<file path="config.mk">
export PLATFORM = sky130hd
export DESIGN_NAME = smf_ctrl
export DESIGN_NICKNAME = d
export VERILOG_FILES = /design/src/rtl/assert_macros.svh /design/src/rtl/smf_pkg.sv /design/src/rtl/smf_ctrl.sv
export SDC_FILE = /design/constraint.sdc
export NUM_CORES = 1
export LEC_CHECK = 0
export ABC_AREA = 0
export BUFFER_PORTS_ARGS = -buffer_cell sky130_fd_sc_hd__buf_2
export CAP_MARGIN = 10
export CORE_AREA = 2 2 39 41
export DETAILED_ROUTE_END_ITERATION = 8
export DIE_AREA = 0 0 41 43
export GPL_ROUTABILITY_DRIVEN = 0
export PLACE_DENSITY_LB_ADDON = 0.05
export SLEW_MARGIN = 20
export SYNTH_ARGS = -nofsm -noshare
export SYNTH_HDL_FRONTEND = slang
export SYNTH_SLANG_ARGS = --single-unit
</file>
<file path="constraint.sdc">
create_clock -name clk -period 2 [get_ports clk]
set_clock_uncertainty 0.05 [all_clocks]
set_input_delay 0.3 -clock clk [delete_from_list [all_inputs] [get_ports clk]]
set_output_delay 0.3 -clock clk [all_outputs]
set_load 0.01 [all_outputs]
</file>
<file path="src/rtl/assert_macros.svh">
// Assertion macros for the RTL files that carry checks (the top level).
// No dependencies; clock and reset are passed in by the user.
`ifndef ASSERT_MACROS_SVH
`define ASSERT_MACROS_SVH

// Property must hold at every clock edge outside reset.
`define SMF_ASSERT(label, clk, rst_n, prop, msg) \
  label: assert property (@(posedge clk) disable iff (!rst_n) (prop)) else $error(msg);

// Expression must never be true outside reset.
`define SMF_NEVER(label, clk, rst_n, expr, msg) \
  label: assert property (@(posedge clk) disable iff (!rst_n) !(expr)) else $error(msg);

`endif

</file>
<file path="src/rtl/smf_pkg.sv">
// Shared constants, codes and controller/datapath structs for the
// Simpson velocity moment block. No dependencies.
package smf_pkg;

  localparam int SMF_MAX_AXIS_POINTS = 256;
  localparam int SMF_MAX_ROWS        = 16;
  localparam int NUM_MOMENTS         = 5;
  localparam int SAMPLE_W            = 32;
  localparam int VEL_W               = 16;
  localparam int SUM_W               = 64;
  localparam int ROW_IDX_W           = 4;
  localparam int CFG_IDX_W           = 3;
  localparam int CFG_DATA_W          = 32;
  localparam int K_W                 = 3;

  // configuration register indexes
  typedef enum logic [CFG_IDX_W-1:0] {
    CFG_POINTS_X     = 3'd0,
    CFG_POINTS_Y     = 3'd1,
    CFG_POINTS_Z     = 3'd2,
    CFG_VOLUME_SCALE = 3'd3,
    CFG_ROW_COUNT    = 3'd4
  } cfg_idx_t;

  // operand pair for the shared multiplier
  typedef enum logic [3:0] {
    MS_NONE, MS_VXX, MS_VYY, MS_VZZ, MS_SVX, MS_SVY, MS_SVZ, MS_SV2, MS_LO, MS_HI
  } mul_sel_t;

  // what the datapath does with the registered product / accumulators
  typedef enum logic [3:0] {
    PA_NONE, PA_DENS, PA_V2SET, PA_V2ADD, PA_ACCX, PA_ACCY, PA_ACCZ, PA_ACCE,
    PA_MAG, PA_PLO, PA_SUM, PA_OUT
  } post_t;

  typedef struct packed {
    logic           load;
    mul_sel_t       mul_sel;
    post_t          post;
    logic           step;
    logic           emit;
    logic [K_W-1:0] k;
  } smf_cmd_t;

  typedef struct packed {
    logic row_end;
    logic out_busy;
  } smf_sts_t;

endpackage

</file>
<file path="src/rtl/smf_ctrl.sv">
// Sequencer for the moment datapath: issues multiplier and update
// commands per grid sample and the row-end scaling pass. Uses smf_pkg.
module smf_ctrl import smf_pkg::*; (
  input  logic     clk,
  input  logic     rst_n,
  input  logic     in_valid,
  output logic     in_ready,
  input  smf_sts_t sts,
  output smf_cmd_t cmd
);

  typedef enum logic [3:0] {
    S_IDLE, S_SQX, S_SQY, S_SQZ, S_MX, S_MY, S_MZ, S_ME, S_FIN,
    S_SC_MAG, S_SC_LO, S_SC_HI, S_SC_SUM, S_SC_OUT, S_EMIT
  } state_t;

  state_t         state_r, state_nxt;
  logic [K_W-1:0] k_r, k_nxt;

  // command decode and next state
  always_comb begin
    state_nxt   = state_r;
    k_nxt       = k_r;
    in_ready    = 1'b0;
    cmd         = '0;
    cmd.mul_sel = MS_NONE;
    cmd.post    = PA_NONE;
    cmd.k       = k_r;
    case (state_r)
      S_IDLE: begin
        in_ready = 1'b1;
        if (in_valid) begin
          cmd.load  = 1'b1;
          state_nxt = S_SQX;
        end
      end
      S_SQX: begin
        cmd.mul_sel = MS_VXX; cmd.post = PA_DENS;  state_nxt = S_SQY;
      end
      S_SQY: begin
        cmd.mul_sel = MS_VYY; cmd.post = PA_V2SET; state_nxt = S_SQZ;
      end
      S_SQZ: begin
        cmd.mul_sel = MS_VZZ; cmd.post = PA_V2ADD; state_nxt = S_MX;
      end
      S_MX: begin
        cmd.mul_sel = MS_SVX; cmd.post = PA_V2ADD; state_nxt = S_MY;
      end
      S_MY: begin
        cmd.mul_sel = MS_SVY; cmd.post = PA_ACCX;  state_nxt = S_MZ;
      end
      S_MZ: begin
        cmd.mul_sel = MS_SVZ; cmd.post = PA_ACCY;  state_nxt = S_ME;
      end
      S_ME: begin
        cmd.mul_sel = MS_SV2; cmd.post = PA_ACCZ;  state_nxt = S_FIN;
      end
      S_FIN: begin
        cmd.post = PA_ACCE;
        cmd.step = 1'b1;
        if (sts.row_end) begin
          k_nxt     = '0;
          state_nxt = S_SC_MAG;
        end else begin
          state_nxt = S_IDLE;
        end
      end
      S_SC_MAG: begin
        cmd.post = PA_MAG; state_nxt = S_SC_LO;
      end
      S_SC_LO: begin
        cmd.mul_sel = MS_LO; state_nxt = S_SC_HI;
      end
      S_SC_HI: begin
        cmd.mul_sel = MS_HI; cmd.post = PA_PLO; state_nxt = S_SC_SUM;
      end
      S_SC_SUM: begin
        cmd.post = PA_SUM; state_nxt = S_SC_OUT;
      end
      S_SC_OUT: begin
        cmd.post = PA_OUT;
        if (k_r == K_W'(NUM_MOMENTS - 1)) begin
          state_nxt = S_EMIT;
        end else begin
          k_nxt     = k_r + 1'b1;
          state_nxt = S_SC_MAG;
        end
      end
      S_EMIT: begin
        // wait for the output register to drain
        if (!sts.out_busy) begin
          cmd.emit  = 1'b1;
          state_nxt = S_IDLE;
        end
      end
      default: state_nxt = S_IDLE;
    endcase
  end

  // state and scaling index
  always_ff @(posedge clk) begin
    if (!rst_n) begin
      state_r <= S_IDLE;
      k_r     <= '0;
    end else begin
      state_r <= state_nxt;
      k_r     <= k_nxt;
    end
  end

endmodule

</file>
# [After elaboration in Yosys (flattened, before gate mapping)]
# Cells that the tools add are included.
# W data, S select, Z words.
[op_classes] eq_ne=19 n_addsub=1 mux=16 n_reduce_logical=5
[op_table] op="$pmux W4 S15" n=1
[op_table] op="$pmux W4 S11" n=1
[op_table] op="$pmux W4 S9" n=1
[op_table] op="$eq A4 B4 Y1 const B" n=7
[op_table] op="$eq A4 B3 Y1 const B" n=4
[op_table] op="$mux W4" n=3
[op_table] op="$mux W3" n=3
[op_table] op="$eq A4 B2 Y1 const B" n=2
[op_table] op="$ne A2 B2 Y1 const B" n=4
[op_table] op="$mux W1" n=6
[op_table] op="$pmux W3 S2" n=1
[op_table] op="$eq A4 B1 Y1 const B" n=1
[op_table] op="$logic_not A4 Y1" n=1
[op_table] op="$add A3 B1 Y3 const B" n=1
[op_table] op="$eq A3 B3 Y1 const B" n=1
[op_table] op="$reduce_and A3 Y1" n=1
[op_table] op="$reduce_and A2 Y1" n=1
[op_table] op="$reduce_bool A2 Y1" n=1
[op_table] op="$reduce_or A2 Y1" n=1
[word_totals] ff_bits=7 in_bits=5 out_inout_bits=15

# [Depth between registers and ports, before layout]
[depth] word_depth=3 ltp_mapped=5 depth_no_buf=5

# [Worst setup path before layout]
# OpenSTA, ideal clock, no wires.
[synth_timing] path_kind="register -> output" start="register state_r[0]" end="output port cmd[13] (netlist bit)" path_slack_ns=0.409 arrival_time_ns=1.241 n_path_buf=1 stages_incl_launch_ff=4 cell_sequence="dfxtp_1 -> buf_2 -> nor4_1 -> and2_1"
[synth_rtl] item="start, declared" line_no="smf_ctrl.sv:17" source="state_t state_r, state_nxt;"
[synth_rtl] item="start signal, assigned" line_no="smf_ctrl.sv:106" source="state_r <= state_nxt;"
[synth_rtl] item="end, declared" line_no="smf_ctrl.sv:9" source="output smf_cmd_t cmd"

==> impl_metrics.tcl <==
set metrics [dict create \
    fin_crit_sh 0.947 \
    cts_tree "yes" \
    hold_path.class "input port to flop" \
    cts_setup_buffers 0 \
    min_period_ns 1.89 \
    synth_edf_count 0 \
    drt_iter0_drc 16 \
    synthCells 84 \
    die-area_um2 1760 \
    critPathRequiredTime_ns 1.65 \
    rsz0062_at_grt "no" \
    yosys.cell_types.count 34 \
    synth_common_cells "a21oi_1, inv_1, dfxtp_1, nand2_1" \
    start_util 0.448 \
    die_w_um 41 \
    tns_ns 0 \
    p_sw_mw 0.133 \
    htree_levels 1 \
    dr.pass1.iters 6 \
    drive_above_1_share 0.330 \
    cp_slowest_cell "or4b_4" \
    ios 20 \
    grt-ovfl-total 0 \
    reg2reg_depth 3 \
    antenna_found_initial 0 \
    clk_latency_ns 0.26 \
    drc 0 \
    crit_type "flop to primary output" \
    status "complete, no violations" \
    internal_power_mw 0.275 \
    synth_top_cell_by_area "dfxtp_1" \
    r2r-end "k_r[0]$_SDFFE_PN0P_" \
    endpoint_kind "primary output" \
    timing.final.hold_violations 0 \
    hp-start "rst_n" \
    dp_hpwl_um 1110 \
    worst_ir_drop_vdd_mv 0.208 \
    clk_path_buf_depth 2 \
    post-place-ws_ns 0.305 \
    syn2layout_area_growth_pct 20.4 \
    worstPathCellList "or4b_4, o21ai_0, buf_2" \
    row_count 14 \
    hold_path_end "k_r[2]$_SDFFE_PN0P_" \
    cap_violations 0 \
    clockPowerShare 0.336 \
    grt_max_degree 16 \
    core_region_area_um2 1380 \
    grt_pass1_wl_um 2500 \
    fillers 144 \
    slowest_delay_ns 0.62 \
    clk_pin_slew_ns 0.06 \
    synthesis.area_um2 619 \
    fmax_mhz 528 \
    powerDensity_nw_per_um2 547 \
    syn_area_per_cell_um2 7.37 \
    crit_fanout 12 \
    ys_seq_elements 7 \
    io_buffers 19 \
    grt_pass1_vias 588 \
    diodes 0 \
    die_h_um 43 \
    async_flop_share 0 \
    regToRegSetupSlack_ns 0.52 \
    hold_depth 3 \
    tightest_slew_ns 0.466 \
    p_comb_frac 0.257 \
    vias 636 \
    numCtsBuffers 3 \
    leakage_nw 0.332 \
    slew_viol_final 0 \
    slew_headroom 0.689 \
    viasPerCell 5.34 \
    clock-root-buffer "clkbuf_4" \
    arrival_ns 1.54 \
    p_seq_frac 0.407 \
    yosysTopAreaCellShare 0.226 \
    drt-total-wl_um 1460 \
    nNetsFinal 111 \
    ys_seq_area_frac 0.226 \
    crit-reg2reg-launch "state_r[2]$_SDFFE_PN0P_" \
    synth_area_leaders "dfxtp_1, a21oi_1, inv_1, nand2_1, ha_1" \
    clock_sinks 7 \
    synth_flop_cell "dfxtp_1" \
    swShare 0.326 \
    worst_slack_ns 0.106 \
    setup_viol 0 \
    grtUsageTotal 0.208 \
    drtAntennaViolNets 0 \
    yosysMostFrequentCell "a21oi_1" \
    syn_nets 91 \
    ys_warn_count 0 \
    critPathLaunchType "flop" \
    wl_per_cell_um 12.3 \
]
-- how the worst max path moves through the flow --
| stage | endpoint | start | cells after the start | slack (ns) |
|---|---|---|---|---|
| 2_1_floorplan | cmd[13] | state_r[0]$_SDFFE_PN0P_ | 3 | 0.41 |
| 3_3_place_gp | cmd[6] | state_r[0]$_SDFFE_PN0P_ | 4 | 0.34 |
| 3_5_place_dp | cmd[6] | state_r[0]$_SDFFE_PN0P_ | 4 | 0.31 |
| 4_1_cts | cmd[6] | state_r[0]$_SDFFE_PN0P_ | 4 | 0.02 |
| 5_1_grt | cmd[3] | state_r[2]$_SDFFE_PN0P_ | 4 | 0.01 |
| 6_report | cmd[7] | state_r[2]$_SDFFE_PN0P_ | 3 | 0.11 |
-- logic make-up after synthesis --
group	after synthesis	synth area share
simple gates	33	0.305
compound gates	21	0.210
buf+inv	15	0.117
flops	7	0.226
fa+ha+maj	4	0.0747
mux	3	0.0525
xor+xnor	1	0.0141
-- through the flow --
stage | cell area [µm²] | cells | hold slack, ns | util | power [mW]
after CTS | 741 | 119 | 0.279 | 0.535 | 0.410
after detailed placement | 714 | 115 | 0.463 | 0.516 | 0.273
after floorplan | 619 | 84 | 0.390 | - | 0.242
after global placement | 714 | 115 | 0.453 | 0.516 | 0.273
after global routing | 746 | 119 | 0.288 | 0.539 | 0.431
final | 746 | 119 | 0.276 | 0.539 | 0.408
-- critical path: cells and delay by family, from the launching register on --
family,cells,cell delay (ns)
compound gates,1,0.09
buf+inv,1,0.15
flops,1,0.42
simple gates,1,0.62
-- per-layer routing --
layer,track usage,up-vias,part of all wire
met5,0,-,0
met1,0.285,284,0.47
li1,-,329,-
met4,0.140,0,0.035
met3,0.0157,5,0.041
met2,0.297,18,0.45
-- placed cells by master, fill, tap and decap left out --
cell type / instances
dfxtp_2: 2
mux2i_1: 1
nor2_2: 1
a211oi_1: 1
a32oi_1: 1
clkbuf_4: 3
or3_1: 2
ha_1: 2
and2_1: 3
mux2_2: 2
nor4_1: 1
or4b_4: 1
o21ai_0: 3
a21oi_1: 9
nand3b_1: 1
nor2b_1: 3
nor3_1: 1
maj3_1: 1
o311a_1: 1
dfxtp_1: 5
nand4_1: 2
nand2_1: 7
nand2b_1: 4
o21ai_2: 1
inv_1: 8
nor2b_2: 1
nand3_1: 1
o31ai_1: 3
maj3_2: 1
nor2_1: 4
and4b_1: 1
buf_4: 3
xnor2_1: 1
buf_2: 19
clkbuf_1: 1
a31oi_1: 2
-- power groups by stage --
stage               combinational (mW)  sequential [mW]  clock (mW)
finish                           0.105            0.166       0.137
global route                     0.117            0.169       0.145
CTS                              0.106            0.165       0.139
detailed placement               0.105            0.168           0
global placement                 0.105            0.168           0
floorplan                       0.0900            0.152           0
-- repair_timing --
item,in CTS,in global routing
setup endpoints to repair,0,3
resized for setup,0,3
hold buffers,0,0
-- flip-flops by register name (all words and copies together), names as in the netlist --
| signal | flops |
|---|---|
| state_r | 4 |
| k_r | 3 |
-- area by class of cell --
| class | count | area, µm² | share of cell area |
|---|---|---|---|
| multi-input cells | 62 | 409 | 0.549 |
| flip-flops and latches | 7 | 143 | 0.191 |
| repair buffers | 22 | 118 | 0.158 |
| inverters | 8 | 30.0 | 0.0403 |
| clock buffers | 4 | 26.3 | 0.0352 |
| well taps | 16 | 20.0 | 0.0268 |
Power figures use the tool's default switching activity.
